## src/rtl/bts_pkg.sv

```systemverilog
// Shared types, widths and helpers for the bass/treble shelving equaliser.
// No dependencies; every other file in rtl/ imports this package.

package bts_pkg;

    // Sample and coefficient formats
    localparam int SAMPLE_BITS = 24;               // Q1.23 samples
    localparam int COEF_BITS   = 20;               // Q4.16 coefficients
    localparam int INT_BITS    = SAMPLE_BITS + 4;  // Q5.23 internal values
    localparam int PEAK_BITS   = SAMPLE_BITS + 3;  // Q4.23 unsigned magnitude
    localparam int COEF_FRAC   = COEF_BITS - 4;
    localparam int HEAD_FRAC   = 23;
    localparam int SCALE_FRAC  = 24;

    // Register widths
    localparam int FF_BITS       = 60;
    localparam int FB_BITS       = 40;
    localparam int HEAD_BITS     = 24;
    localparam int SCALE_BITS    = 32;
    localparam int CFG_DATA_BITS = 60;
    localparam int CFG_IDX_BITS  = 3;

    // Register indexes of the write port; the last index has no register behind it
    typedef enum logic [CFG_IDX_BITS-1:0] {
        REG_MODE,
        REG_BASS_FF,
        REG_BASS_FB,
        REG_TREBLE_FF,
        REG_TREBLE_FB,
        REG_HEADROOM,
        REG_SCALE,
        REG_SPARE
    } cfg_idx_t;

    // Shared multiplier: gain or coefficient (signed, room for negation) by value
    localparam int OPA_BITS  = (SCALE_BITS + 1 > COEF_BITS + 1) ? SCALE_BITS + 1 : COEF_BITS + 1;
    localparam int OPB_BITS  = INT_BITS;
    localparam int PROD_BITS = OPA_BITS + OPB_BITS;

    // History RAM: four entries per shelf
    localparam int HIST_DEPTH     = 8;
    localparam int HIST_ADDR_BITS = 3;

    // Entry offsets within one shelf
    localparam logic [1:0] OFS_X1 = 2'd0;
    localparam logic [1:0] OFS_X2 = 2'd1;
    localparam logic [1:0] OFS_Y1 = 2'd2;
    localparam logic [1:0] OFS_Y2 = 2'd3;

    // Coefficient slots within a packed register
    localparam logic [1:0] SLOT_0 = 2'd0;
    localparam logic [1:0] SLOT_1 = 2'd1;
    localparam logic [1:0] SLOT_2 = 2'd2;

    typedef struct packed {
        logic signed [SAMPLE_BITS-1:0] sample;
        logic                          clear_history;
        logic                          clear_peak;
        logic                          block_end;
    } item_t;

    typedef struct packed {
        logic signed [SAMPLE_BITS-1:0] result_sample;
        logic [PEAK_BITS-1:0]          peak;
        logic                          block_end_out;
    } result_t;

    typedef struct packed {
        logic                    mode;
        logic [FF_BITS-1:0]      bass_feedforward;
        logic [FB_BITS-1:0]      bass_feedback;
        logic [FF_BITS-1:0]      treble_feedforward;
        logic [FB_BITS-1:0]      treble_feedback;
        logic [HEAD_BITS-1:0]    inverse_headroom;
        logic [SCALE_BITS-1:0]   output_scale;
    } cfg_t;

    typedef enum logic [1:0] {
        WR_HIST,
        WR_X,
        WR_Y
    } wr_sel_t;

    typedef enum logic [2:0] {
        OPA_B0,
        OPA_B1,
        OPA_B2,
        OPA_NEG_A1,
        OPA_NEG_A2,
        OPA_GAIN
    } opa_sel_t;

    typedef enum logic {
        OPB_HIST,
        OPB_X
    } opb_sel_t;

    // Sequencer to datapath
    typedef struct packed {
        logic                      accept;
        logic                      treble;
        logic [HIST_ADDR_BITS-1:0] rd_addr;
        logic                      wr_en;
        logic [HIST_ADDR_BITS-1:0] wr_addr;
        wr_sel_t                   wr_sel;
        logic                      mul_en;
        opa_sel_t                  opa_sel;
        opb_sel_t                  opb_sel;
        logic                      acc_clr;
        logic                      load_y;
        logic                      hist_set;
        logic                      load_result;
    } ctl_t;

    // Pick one coefficient out of a packed register; bits beyond the word read as zero
    function automatic logic signed [COEF_BITS-1:0] coef_field(
        input logic [FF_BITS-1:0] word,
        input logic [1:0]         idx
    );
        logic [FF_BITS+3*COEF_BITS-1:0] wide;
        wide = {{(3*COEF_BITS){1'b0}}, word};
        return wide[idx*COEF_BITS +: COEF_BITS];
    endfunction

endpackage

```

## src/rtl/bass_treble_shelf_biquad.sv

```systemverilog
// Top level of the bass/treble shelving equaliser: configuration registers and
// the sequencer and datapath. Depends on bts_pkg, bts_ctrl and bts_datapath.

// A sample transferred on the item channel comes out on the result channel as
// one result. In filter mode (mode 0) it runs through a low-shelf then a
// high-shelf direct form I biquad, the running peak of the filter output is
// updated and the output is scaled by inverse_headroom; in scale mode (mode 1)
// the sample is only multiplied by output_scale. All products go through one
// shared multiplier with a registered accumulator, and the eight filter
// history values live in a small RAM with a registered read, so the rate
// is set by that multiplier and the RAM's single read port; the block takes
// no new item until the last one's result has gone into the output register.
// The result sits in that output register, so the next item is taken while
// a result still waits; the block stalls only when a new result is due and
// the old one is not yet taken. The history RAM needs no clearing pass:
// after reset or a clear_history flag it reads as zero until the next
// filter-mode item rewrites every entry. Configuration is written through
// cfg_write/cfg_index/cfg_data, one register per cycle. The user must write
// only while no item is in flight; the block itself does not enforce this.

module bass_treble_shelf_biquad (
    input  logic                                 clk,
    input  logic                                 rst_n,
    input  logic                                 item_valid,
    output logic                                 item_ready,
    input  bts_pkg::item_t                       item,
    output logic                                 result_valid,
    input  logic                                 result_ready,
    output bts_pkg::result_t                     result,
    input  logic                                 cfg_write,
    input  logic [bts_pkg::CFG_IDX_BITS-1:0]     cfg_index,
    input  logic [bts_pkg::CFG_DATA_BITS-1:0]    cfg_data
);
    import bts_pkg::*;

    // Reset values: unity b0, no feedback, unity gains
    localparam logic [FF_BITS-1:0]    FF_RESET    = FF_BITS'(65536);
    localparam logic [HEAD_BITS-1:0]  HEAD_RESET  = HEAD_BITS'(8388608);
    localparam logic [SCALE_BITS-1:0] SCALE_RESET = SCALE_BITS'(16777216);

    cfg_t cfg_reg;
    ctl_t ctl;

    // Register writes; an index beyond the list is dropped
    always_ff @(posedge clk or negedge rst_n)
    begin
        if (!rst_n)
        begin
            cfg_reg.mode               <= 1'b0;
            cfg_reg.bass_feedforward   <= FF_RESET;
            cfg_reg.bass_feedback      <= '0;
            cfg_reg.treble_feedforward <= FF_RESET;
            cfg_reg.treble_feedback    <= '0;
            cfg_reg.inverse_headroom   <= HEAD_RESET;
            cfg_reg.output_scale       <= SCALE_RESET;
        end
        else if (cfg_write)
        begin
            unique case (cfg_index)
                REG_MODE:      cfg_reg.mode               <= cfg_data[0];
                REG_BASS_FF:   cfg_reg.bass_feedforward   <= cfg_data[FF_BITS-1:0];
                REG_BASS_FB:   cfg_reg.bass_feedback      <= cfg_data[FB_BITS-1:0];
                REG_TREBLE_FF: cfg_reg.treble_feedforward <= cfg_data[FF_BITS-1:0];
                REG_TREBLE_FB: cfg_reg.treble_feedback    <= cfg_data[FB_BITS-1:0];
                REG_HEADROOM:  cfg_reg.inverse_headroom   <= cfg_data[HEAD_BITS-1:0];
                REG_SCALE:     cfg_reg.output_scale       <= cfg_data[SCALE_BITS-1:0];
                default:       cfg_reg.mode               <= cfg_reg.mode;
            endcase
        end
    end

    // Sequencer: schedule, RAM addressing and both handshakes
    bts_ctrl u_ctrl (
        .clk          (clk),
        .rst_n        (rst_n),
        .item_valid   (item_valid),
        .item_ready   (item_ready),
        .result_valid (result_valid),
        .result_ready (result_ready),
        .mode         (cfg_reg.mode),
        .ctl          (ctl)
    );

    // History RAM, shared multiplier, rounding, peak and result register
    bts_datapath u_datapath (
        .clk    (clk),
        .rst_n  (rst_n),
        .ctl    (ctl),
        .cfg    (cfg_reg),
        .item   (item),
        .result (result)
    );

endmodule

```

## src/rtl/bts_ctrl.sv

```systemverilog
// Sequencer for the shelving equaliser: walks the multiply-accumulate schedule,
// drives the history RAM addresses and owns both handshakes. Depends on bts_pkg.

module bts_ctrl (
    input  logic          clk,
    input  logic          rst_n,
    input  logic          item_valid,
    output logic          item_ready,
    output logic          result_valid,
    input  logic          result_ready,
    input  logic          mode,
    output bts_pkg::ctl_t ctl
);
    import bts_pkg::*;

    typedef enum logic [3:0] {
        S_IDLE,
        S_X1,
        S_Y2,
        S_Y1,
        S_LAST,
        S_B0,
        S_DRAIN,
        S_OUT,
        S_GAIN,
        S_FIN
    } state_t;

    state_t state_reg, state_next;
    logic   treble_reg, treble_next;
    logic   result_valid_reg, result_valid_next;
    logic   base;

    assign base         = treble_reg;
    assign item_ready   = (state_reg == S_IDLE);
    assign result_valid = result_valid_reg;

    always_comb
    begin
        ctl               = '0;
        ctl.treble        = treble_reg;
        ctl.rd_addr       = {1'b0, OFS_X2};
        ctl.wr_addr       = {base, OFS_X1};
        ctl.wr_sel        = WR_HIST;
        ctl.opa_sel       = OPA_B0;
        ctl.opb_sel       = OPB_HIST;
        state_next        = state_reg;
        treble_next       = treble_reg;
        result_valid_next = result_valid_reg && !result_ready;

        unique case (state_reg)
            S_IDLE:
            begin
                // bass x2 is read ahead so that the first product can start at once
                ctl.accept  = item_valid;
                ctl.acc_clr = item_valid;
                if (item_valid)
                begin
                    treble_next = 1'b0;
                    state_next  = mode ? S_GAIN : S_X1;
                end
            end
            S_X1:
            begin
                ctl.rd_addr = {base, OFS_X1};
                ctl.mul_en  = 1'b1;
                ctl.opa_sel = OPA_B2;
                state_next  = S_Y2;
            end
            S_Y2:
            begin
                ctl.rd_addr = {base, OFS_Y2};
                ctl.mul_en  = 1'b1;
                ctl.opa_sel = OPA_B1;
                ctl.wr_en   = 1'b1;
                ctl.wr_addr = {base, OFS_X2};
                state_next  = S_Y1;
            end
            S_Y1:
            begin
                ctl.rd_addr = {base, OFS_Y1};
                ctl.mul_en  = 1'b1;
                ctl.opa_sel = OPA_NEG_A2;
                state_next  = S_LAST;
            end
            S_LAST:
            begin
                ctl.mul_en  = 1'b1;
                ctl.opa_sel = OPA_NEG_A1;
                ctl.wr_en   = 1'b1;
                ctl.wr_addr = {base, OFS_Y2};
                state_next  = S_B0;
            end
            S_B0:
            begin
                ctl.mul_en  = 1'b1;
                ctl.opa_sel = OPA_B0;
                ctl.opb_sel = OPB_X;
                ctl.wr_en   = 1'b1;
                ctl.wr_sel  = WR_X;
                ctl.wr_addr = {base, OFS_X1};
                state_next  = S_DRAIN;
            end
            S_DRAIN:
            begin
                state_next = S_OUT;
            end
            S_OUT:
            begin
                // treble x2 is read ahead here, no clash with the bass write
                ctl.rd_addr = {1'b1, OFS_X2};
                ctl.wr_en   = 1'b1;
                ctl.wr_sel  = WR_Y;
                ctl.wr_addr = {base, OFS_Y1};
                ctl.load_y  = 1'b1;
                ctl.acc_clr = 1'b1;
                if (treble_reg)
                begin
                    ctl.hist_set = 1'b1;
                    state_next   = S_GAIN;
                end
                else
                begin
                    treble_next = 1'b1;
                    state_next  = S_X1;
                end
            end
            S_GAIN:
            begin
                ctl.mul_en  = 1'b1;
                ctl.opa_sel = OPA_GAIN;
                ctl.opb_sel = OPB_X;
                state_next  = S_FIN;
            end
            S_FIN:
            begin
                if (!result_valid_reg || result_ready)
                begin
                    ctl.load_result   = 1'b1;
                    result_valid_next = 1'b1;
                    state_next        = S_IDLE;
                end
            end
            default:
            begin
                state_next = S_IDLE;
            end
        endcase
    end

    always_ff @(posedge clk or negedge rst_n)
    begin
        if (!rst_n)
        begin
            state_reg        <= S_IDLE;
            treble_reg       <= 1'b0;
            result_valid_reg <= 1'b0;
        end
        else
        begin
            state_reg        <= state_next;
            treble_reg       <= treble_next;
            result_valid_reg <= result_valid_next;
        end
    end

    // The schedule never reads and writes the same history entry in one cycle
    a_no_rw_clash: assert property (@(posedge clk) disable iff (!rst_n)
        ctl.wr_en |-> (ctl.wr_addr != ctl.rd_addr))
        else $error("history RAM read and write hit the same entry");

    // A finished result never overwrites one still waiting in the output register
    a_no_overwrite: assert property (@(posedge clk) disable iff (!rst_n)
        ctl.load_result |-> (!result_valid_reg || result_ready))
        else $error("result register overwritten before transfer");

endmodule

```

## src/rtl/bts_datapath.sv

```systemverilog
// Datapath for the shelving equaliser: history RAM, shared multiplier and
// accumulator, rounding and saturation, peak tracker and result register. Depends on bts_pkg.

module bts_datapath (
    input  logic             clk,
    input  logic             rst_n,
    input  bts_pkg::ctl_t    ctl,
    input  bts_pkg::cfg_t    cfg,
    input  bts_pkg::item_t   item,
    output bts_pkg::result_t result
);
    import bts_pkg::*;

    localparam logic signed [PROD_BITS-1:0] Y_HALF = PROD_BITS'(1) << (COEF_FRAC - 1);
    localparam logic signed [PROD_BITS-1:0] H_HALF = PROD_BITS'(1) << (HEAD_FRAC - 1);
    localparam logic signed [PROD_BITS-1:0] S_HALF = PROD_BITS'(1) << (SCALE_FRAC - 1);
    localparam logic signed [PROD_BITS-1:0] Y_MAX  = (PROD_BITS'(1) << (INT_BITS - 1)) - 1;
    localparam logic signed [PROD_BITS-1:0] Y_MIN  = -Y_MAX - 1;
    localparam logic signed [PROD_BITS-1:0] R_MAX  = (PROD_BITS'(1) << (SAMPLE_BITS - 1)) - 1;
    localparam logic signed [PROD_BITS-1:0] R_MIN  = -R_MAX - 1;

    logic [INT_BITS-1:0]           hist_mem [HIST_DEPTH];
    logic signed [INT_BITS-1:0]    rd_q_reg;
    logic                          hist_valid_reg;
    logic signed [INT_BITS-1:0]    hist_val;

    logic signed [INT_BITS-1:0]    x_cur_reg;
    logic                          block_end_reg;
    logic signed [PROD_BITS-1:0]   prod_reg;
    logic                          prod_vld_reg;
    logic signed [PROD_BITS-1:0]   acc_reg;
    logic [PEAK_BITS-1:0]          peak_reg, peak_next;
    result_t                       result_reg;

    logic [FF_BITS-1:0]            ff_word, fb_word;
    logic signed [COEF_BITS-1:0]   coef;
    logic signed [OPA_BITS-1:0]    coef_ext;
    logic signed [OPA_BITS-1:0]    opa;
    logic signed [OPB_BITS-1:0]    opb;
    logic signed [INT_BITS-1:0]    wr_data;

    logic signed [PROD_BITS-1:0]   y_rnd;
    logic signed [INT_BITS-1:0]    y_sat;
    logic signed [PROD_BITS-1:0]   r_rnd;
    logic signed [SAMPLE_BITS-1:0] r_sat;
    logic [INT_BITS-1:0]           mag_full;
    logic [PEAK_BITS-1:0]          mag;

    // Entries read as zero until a full filter pass rewrites them after a clear
    assign hist_val = hist_valid_reg ? rd_q_reg : '0;

    // Coefficient and gain operand
    always_comb
    begin
        ff_word = ctl.treble ? cfg.treble_feedforward : cfg.bass_feedforward;
        fb_word = FF_BITS'(ctl.treble ? cfg.treble_feedback : cfg.bass_feedback);
        case (ctl.opa_sel)
            OPA_B0:     coef = coef_field(ff_word, SLOT_0);
            OPA_B1:     coef = coef_field(ff_word, SLOT_1);
            OPA_B2:     coef = coef_field(ff_word, SLOT_2);
            OPA_NEG_A1: coef = coef_field(fb_word, SLOT_0);
            OPA_NEG_A2: coef = coef_field(fb_word, SLOT_1);
            default:    coef = coef_field(ff_word, SLOT_0);
        endcase
        coef_ext = OPA_BITS'(coef);
        case (ctl.opa_sel) inside
            OPA_NEG_A1, OPA_NEG_A2: opa = -coef_ext;
            OPA_GAIN:
            begin
                if (cfg.mode)
                    opa = signed'(OPA_BITS'(cfg.output_scale));
                else
                    opa = signed'(OPA_BITS'(cfg.inverse_headroom));
            end
            default:                opa = coef_ext;
        endcase
        opb = (ctl.opb_sel == OPB_X) ? x_cur_reg : hist_val;
    end

    // Shelf output: round half up, saturate to the internal range
    always_comb
    begin
        y_rnd = (acc_reg + Y_HALF) >>> COEF_FRAC;
        if (y_rnd > Y_MAX)
            y_sat = Y_MAX[INT_BITS-1:0];
        else if (y_rnd < Y_MIN)
            y_sat = Y_MIN[INT_BITS-1:0];
        else
            y_sat = y_rnd[INT_BITS-1:0];

        case (ctl.wr_sel)
            WR_X:    wr_data = x_cur_reg;
            WR_Y:    wr_data = y_sat;
            default: wr_data = hist_val;
        endcase
    end

    // Final gain: round half up, saturate to the sample range
    always_comb
    begin
        if (cfg.mode)
            r_rnd = (prod_reg + S_HALF) >>> SCALE_FRAC;
        else
            r_rnd = (prod_reg + H_HALF) >>> HEAD_FRAC;
        if (r_rnd > R_MAX)
            r_sat = R_MAX[SAMPLE_BITS-1:0];
        else if (r_rnd < R_MIN)
            r_sat = R_MIN[SAMPLE_BITS-1:0];
        else
            r_sat = r_rnd[SAMPLE_BITS-1:0];
    end

    // Peak magnitude; the most negative output clamps to the largest positive value
    always_comb
    begin
        mag_full = x_cur_reg[INT_BITS-1] ? (~x_cur_reg + 1'b1) : x_cur_reg;
        mag      = mag_full[INT_BITS-1] ? '1 : mag_full[PEAK_BITS-1:0];
        peak_next = peak_reg;
        if (ctl.accept && item.clear_peak)
            peak_next = '0;
        else if (ctl.load_result && !cfg.mode && (mag > peak_reg))
            peak_next = mag;
    end

    always_ff @(posedge clk or negedge rst_n)
    begin
        if (!rst_n)
        begin
            hist_valid_reg <= 1'b0;
            prod_vld_reg   <= 1'b0;
            peak_reg       <= '0;
        end
        else
        begin
            if (ctl.accept && item.clear_history)
                hist_valid_reg <= 1'b0;
            else if (ctl.hist_set)
                hist_valid_reg <= 1'b1;
            prod_vld_reg <= ctl.mul_en;
            peak_reg     <= peak_next;
        end
    end

    always_ff @(posedge clk)
    begin
        if (ctl.wr_en)
            hist_mem[ctl.wr_addr] <= wr_data;
        rd_q_reg <= hist_mem[ctl.rd_addr];

        if (ctl.mul_en)
            prod_reg <= opa * opb;

        if (ctl.acc_clr)
            acc_reg <= '0;
        else if (prod_vld_reg)
            acc_reg <= acc_reg + prod_reg;

        // Hold the block end mark aside; a result may still wait in the output register
        if (ctl.accept)
        begin
            x_cur_reg     <= INT_BITS'(item.sample);
            block_end_reg <= item.block_end;
        end
        else if (ctl.load_y)
            x_cur_reg <= y_sat;

        if (ctl.load_result)
        begin
            result_reg.result_sample <= r_sat;
            result_reg.peak          <= peak_next;
            result_reg.block_end_out <= block_end_reg;
        end
    end

    assign result = result_reg;

    // The accumulator is only cleared once every product has landed in it
    a_no_lost_product: assert property (@(posedge clk) disable iff (!rst_n)
        ctl.acc_clr |-> !prod_vld_reg)
        else $error("accumulator cleared with a product pending");

    // Peak only grows, unless an item asked for it to be cleared
    a_peak_monotone: assert property (@(posedge clk) disable iff (!rst_n)
        (ctl.accept && item.clear_peak) || (peak_next >= peak_reg))
        else $error("peak level fell without a clear");

endmodule
```

## config.mk

```make
export PLATFORM = sky130hd
export DESIGN_NAME = bass_treble_shelf_biquad
export DESIGN_NICKNAME = d
export VERILOG_FILES = /design/src/rtl/bts_pkg.sv /design/src/rtl/bass_treble_shelf_biquad.sv /design/src/rtl/bts_ctrl.sv /design/src/rtl/bts_datapath.sv
export SDC_FILE = /design/constraint.sdc
export NUM_CORES = 2
export LEC_CHECK = 0
export BUFFER_PORTS_ARGS = -buffer_cell sky130_fd_sc_hd__buf_2
export CORE_ASPECT_RATIO = 1.1
export CORE_MARGIN = 2
export CORE_UTILIZATION = 60
export CTS_CLUSTER_DIAMETER = 60
export DETAILED_ROUTE_END_ITERATION = 12
export PLACE_DENSITY = 0.73
export SLEW_MARGIN = 20
export SYNTH_ARGS = -nofsm -noshare
export SYNTH_HDL_FRONTEND = slang
export SYNTH_HIERARCHICAL = 1
export SYNTH_SLANG_ARGS = --single-unit
```

## constraint.sdc

```tcl
create_clock -name clk -period 11.65 [get_ports clk]
set_input_delay 1.7475 -clock clk [delete_from_list [all_inputs] [get_ports clk]]
set_output_delay 1.7475 -clock clk [all_outputs]
set_load 0.1 [all_outputs]
```

Word-level counts from Yosys, hierarchy flattened

Memories as Yosys holds them, arrays and structs flattened. A register that Yosys moved wholly into a read port is not among the register bits.
Index checks and enable logic that the tools add are counted.

Flip-flop bits (word level): 495
Memory bits (writable): 224
Input bits: 95
Output and inout port bits: 54
Word-level logic and storage cells: 126
Memories kept: 1

Add/subtract/negate cells: 6
Multipliers: 1
Magnitude comparators: 5
Equal/unequal tests: 24
Multiplexer cells: 43
Bitwise operators: 1
Reduce and logical (&&, ||, !) cells: 25

Memories:

| memory              | words | width | read ports | clocked after Yosys merged registers in | write ports | RTL line           | source |
|---|---|---|---|---|---|---|---|
| u_datapath.hist_mem | 8     | 28    | 1          | 1                                       | 1           | bts_datapath.sv:22 | `logic [INT_BITS-1:0] hist_mem [HIST_DEPTH];` |

Operators by type and width:

| cell                     | number |
|---|---|
| $mux W28                 | 7 |
| $mux W27                 | 3 |
| $pmux W20 S4             | 1 |
| $mux W33                 | 2 |
| $add A61 B17 Y61 const B | 1 |
| $add A61 B24 Y61 const B | 1 |
| $add A61 B25 Y61 const B | 1 |
| $add A61 B61 Y61         | 1 |
| $gt A61 B24 Y1 const B   | 1 |
| $lt A61 B24 Y1 const B   | 1 |
| $mul A33 B28 Y61         | 1 |
| $mux W61                 | 1 |
| $mux W60                 | 1 |
| $pmux W28 S2             | 1 |
| $gt A45 B28 Y1 const B   | 1 |
| $lt A45 B28 Y1 const B   | 1 |
| $mux W40                 | 1 |
| $pmux W4 S10             | 1 |
| $neg A20 Y33             | 1 |
| $mux W32                 | 1 |
| $add A28 B1 Y28 const B  | 1 |
| $not A28 Y28             | 1 |
| $gt A27 B27 Y1           | 1 |
| $mux W24                 | 1 |
| other kinds (27)         | 72 |

Longest topological paths before layout

Depth after elaboration: 8
Depth in mapped cells: 45
Mapped depth without buffers: 39

By module

The synthesis kept the hierarchy.

Modules (own cells, without submodules):

| module                   | times used | cells each | area an instance (sq um) | seq. area each (sq um) |
|---|---|---|---|---|
| bts_datapath             | 1          | 6,300      | 61,001.0                 | 13,497.9 |
| bass_treble_shelf_biquad | 1          | 551        | 9,969.6                  | 6,436.2 |
| bts_ctrl                 | 1          | 77         | 620.6                    | 150.1 |

Least setup slack after synthesis

No wires, ideal clock.

Path kind: register -> register
Start: reg u_ctrl.state_reg[0]
End: reg u_datapath.prod_reg[59], data pin
Setup time: 0.269 ns
Arrival time: 10.363 ns
Required time: 11.381 ns
Slack: 1.019 ns
Cell stages (with the launch flop): 37
Period minus slack after synthesis: 10.631 ns
Cell sequence: dfrtp_1 -> buf_4 -> buf_6 -> xnor2_1 -> nor3_1 -> or3b_1 -> buf_4 -> buf_4 -> o22ai_1 -> a211oi_2 -> ha_1 -> nand4_1 -> nor4_2 -> nand2_1 -> a21oi_2 -> or2_1 -> buf_2 -> buf_2 -> nor2_1 -> fa_1 -> inv_1 -> fa_1 -> fa_1 -> fa_1 -> inv_1 -> fa_1 -> fa_1 -> fa_1 -> ha_1 -> ha_1 -> nand4_1 -> a31oi_1 -> o21ai_0 -> a31oi_1 -> a21oi_1 -> o31ai_1 -> xor2_1

RTL lines:

| element                  | RTL line            | source |
|---|---|---|
| start: declaration       | bts_ctrl.sv:29      | `state_t state_reg, state_next;` |
| start signal: assignment | bts_ctrl.sv:161     | `state_reg <= state_next;` |
| end signal: assignment   | bts_datapath.sv:151 | `prod_reg <= opa * opb;` |
| end: declaration         | bts_datapath.sv:29  | `logic signed [PROD_BITS-1:0] prod_reg;` |

==> metrics.md <==
| Metric | Value |
|---|---|
| GRT Util Overall | 37.23% |
| # H-tree levels | 3 |
| Initial antenna violation count | 5 |
| Dominant synthesized flop cell | edfxtp_1 |
| Synth Warn # | 6 |
| Avg Inst Size Synth | 10.33 sq um |
| Outcome | completed |
| Worst-path clk slew | 0.06 ns |
| Critical path's top delay family | adder cells |
| Worst reg2reg startpoint | u_ctrl/state_reg[1] |
| RSZ-0062 raised after global routing | no |
| Pre-CTS WS | -0.2367 ns |
| Layout cells sized above 1 | 14.36% |
| Buffers added on ports | 148 |
| Vias in the first global route | 55,169 |
| Seq/Total Area, Yosys | 28.05% |
| CTS tree | done |
| R2R Setup Slk | 0.20 ns |
| Die footprint | 122,100 sq um |
| Worst skew pair latency | 0.72 ns |
| Syn nets | 8,266 |
| Mux cell area share after synthesis | 9.630% |
| Core area | 118,100 sq um |
| DP Cell Count | 8,466 |
| Worst R2R Path Depth | 36 |
| Combinational family with the most area after synthesis | adder cells |
| Flop and latch count out of synthesis | 747 |
| Adder-cell share of the synthesized area | 31.73% |
| Post-Synth Simple-Gate Area | 11.98% |
| Final setup fails | 0 |
| Hold WC Path Type | reg -> reg |
| Number of remaining DRC errors | 0 |
| Non-Filler Instances | 8,631 |
| Num CTS Buffers | 82 |
| Clock skew | 0.06018 ns |
| Placed Instance Area | 74,430 sq um |
| Via count | 53,725 |
| Max FFs per register | 257 |
| EDFF count, synth | 366 |
| Setup TNS | 0 ns |
| Crit end category | flip-flop |
| Fin. Hold Viols | 0 |
| Fmax | 0.08735 GHz |
| R2R Path End | u_datapath/prod_reg[42] |
| # IOs | 149 |
| Area of the multi-input gates | 46,370 sq um |
| Asr flop ratio synth | 39.09% |
| RD Place Congestion | 1.028 |
| Synthesized area | 71,590 sq um |
| Routed len/inst | 25.91 um |
| Levels on crit path | 36 |
| Worst setup path end | u_datapath/prod_reg[42] |
| Crit path buffers/inverters | 7 |
| Final nets | 8,356 |
| Fin crit period | 11.45 ns |
| Dpl hpwl | 171.5 mm |
| Final Instance Area | 77,750 sq um |
| Complex-gate fraction of the synthesized area | 7.625% |
| Area Growth Syn to Fin | 8.604% |
| Via density | 6.225 |
| Register area | 20,100 sq um |
| Fraction of the cycle the final worst path needs | 98.27% |
| Placement row count | 132 |
| Worst path max stage delay | 0.67 ns |
| Most used cell, CP | fa_1 |
| Clk buf depth | 3 |
| Overflow after GRT | 0 |
| Gate Count Post-Synth | 6,928 |
| # fillers | 9,230 |
| Setup ws final | 0.2021 ns |
| CP Class | reg -> reg |
| Transition time of the tightest slew-check pin | 1.173 ns |
| Initial core utilization | 60.63% |
| Detail Route Antenna Nets | 0 |
| Critical-path maximum fanout | 10 |
| Required time worst endpoint | 12.10 ns |
| Crit path arrival time | 11.90 ns |
| Slowest library cell on the worst path | fa_1 |
| Critical path origin | u_ctrl/state_reg[1] |
| Die height | 366.3 um |
| Worst rel slew slack | 21.29% |
| CTS Root Cell | clkbuf_16 |
| First-pass GRT wire length | 339.4 mm |
| XOR/XNOR Fraction of Synth Area | 3.230% |
| Die Width | 333.4 um |
| Initial DRC Count | 5,469 |
| Wirelength, routed | 223.6 mm |
| Number of max-cap violations | 0 |
| Largest net degree at the start of global routing | 86 |
| Count of pins over their slew limit | 0 |
| Synth unique cells | 105 |
| Drt pass-1 iters | 6 |
| Crit start category | flip-flop |
| CTS sink cnt | 747 |
worst register-to-register path: cells and delay by family (launching register included):
kind            cells  cell delay, ns
flops               1            0.46
buf+inv             7            1.04
simple gates        9            2.24
xor+xnor            2            0.58
fa+ha+maj           9            4.41
compound gates      9            2.49
layer usage:
metal  GRT usage (%)  vias to the layer above  share of wire, %
met3           6.939                      827               9.3
li1                -                    22830                 -
met2           58.78                     2963                46
met4           25.19                        6               8.5
met5               0                        -             0.020
met1           46.90                    27099                36
cell usage after synthesis, types with 16 or more instances:
cell type / count / area [sq um]
a211oi_1: 33 / 247.7
a21o_1: 75 / 563.0
a21oi_1: 196 / 980.9
a22o_1: 18 / 157.7
a31oi_1: 40 / 250.2
a41oi_1: 28 / 245.2
and2_1: 51 / 319.1
and3_1: 34 / 212.7
buf_1: 29 / 108.9
buf_2: 62 / 310.3
buf_4: 22 / 165.2
buf_6: 19 / 214.0
clkbuf_1: 230 / 863.3
dfrtp_1: 288 / 7207
dfxtp_1: 89 / 1782
edfxtp_1: 366 / 10990
fa_1: 954 / 19100
ha_1: 289 / 3616
inv_1: 998 / 3746
mux2_1: 38 / 427.9
mux2_2: 222 / 2500
mux2_4: 60 / 900.9
mux2i_1: 178 / 1782
mux4_2: 57 / 1284
nand2_1: 798 / 2995
nand2b_1: 44 / 275.3
nand3_1: 76 / 380.4
nand4_1: 60 / 375.4
nor2_1: 674 / 2530
nor2b_1: 34 / 212.7
nor3_1: 46 / 230.2
nor4_1: 16 / 100.1
o21a_1: 48 / 360.4
o21ai_0: 129 / 645.6
o21ai_1: 21 / 105.1
o22ai_1: 47 / 294.0
o31ai_1: 19 / 142.6
xnor2_1: 137 / 1200
xor2_1: 127 / 1112
metrics by stage:
step           utilization (%)  hold WS [ns]
3_3_place_gp             63.01        0.4189
2_1_floorplan                -        0.4003
4_1_cts                  65.66        0.4512
6_report                 65.84        0.4431
3_5_place_dp             63.03        0.4359
5_1_grt                  65.84        0.4517
how the worst min path moves through the flow:
| stage | start | endpoint | slack (ns) | cells past startpoint |
|---|---|---|---|---|
| detailed placement | u_datapath/block_end_reg | u_datapath/result[0] | 0.44 | 0 |
| CTS | u_datapath/block_end_reg | u_datapath/result[0] | 0.45 | 0 |
| finish | u_datapath/block_end_reg | u_datapath/result[0] | 0.44 | 0 |
| global route | u_datapath/block_end_reg | u_datapath/result[0] | 0.45 | 0 |
| global placement | u_datapath/block_end_reg | u_datapath/result[0] | 0.42 | 0 |
| floorplan | u_datapath/block_end_reg | u_datapath/result[0] | 0.40 | 0 |
cell type report:
cell class	count	share of cell area (%)
Clock inverter	57	1.155
Inverter	1000	4.831
Clock buffer	96	2.811
Timing Repair Buffer	376	3.220
Multi-Input combinational cell	4811	59.65
Antenna cell	3	0.009655
Sequential cell	747	25.85
Tap cell	1541	2.480
layout by cell type (no fill, tap or decap), types with 47 or more instances in the layout:
master and instances:
mux4_2 57, nand3_1 75, mux2_2 222, xor2_1 126
nand2_1 796, dfxtp_1 89, o21ai_0 115, dfrtp_1 284
fa_1 953, mux2i_1 178, edfxtp_1 366, o22ai_1 47
nor2_1 665, a21o_1 74, buf_2 148, and2_1 50
buf_4 222, a21oi_1 192, clkbuf_16 83, xnor2_1 136
inv_1 998, o21a_1 48, nand4_1 60, ha_1 287
mux2_4 60
what timing repair did:
| item | CTS | global route |
|---|---|---|
| pin swaps | 0 | 6 |
| hold buffers | 0 | 0 |
| setup buffers | 0 | 7 |
| gates resized for setup | 8 | 28 |
| endpoints found under the setup margin | 17 | 25 |
logic make-up (layout without fill, tap and decap cells):
kind of cell | after synthesis | after routing
xor gates and xnor gates | 264 | 264
DFF | 747 | 747
AOI/OAI and AO/OA | 814 | 814
buffers and inverters | 1370 | 1529
other | 0 | 3
adders and majority gates | 1243 | 1243
and+or+nand+nor | 1935 | 1935
muxes | 555 | 555
Power is left out: the tool's default activity adds up to more than one toggle a clock period on the data nets, which glitch-free logic cannot reach.
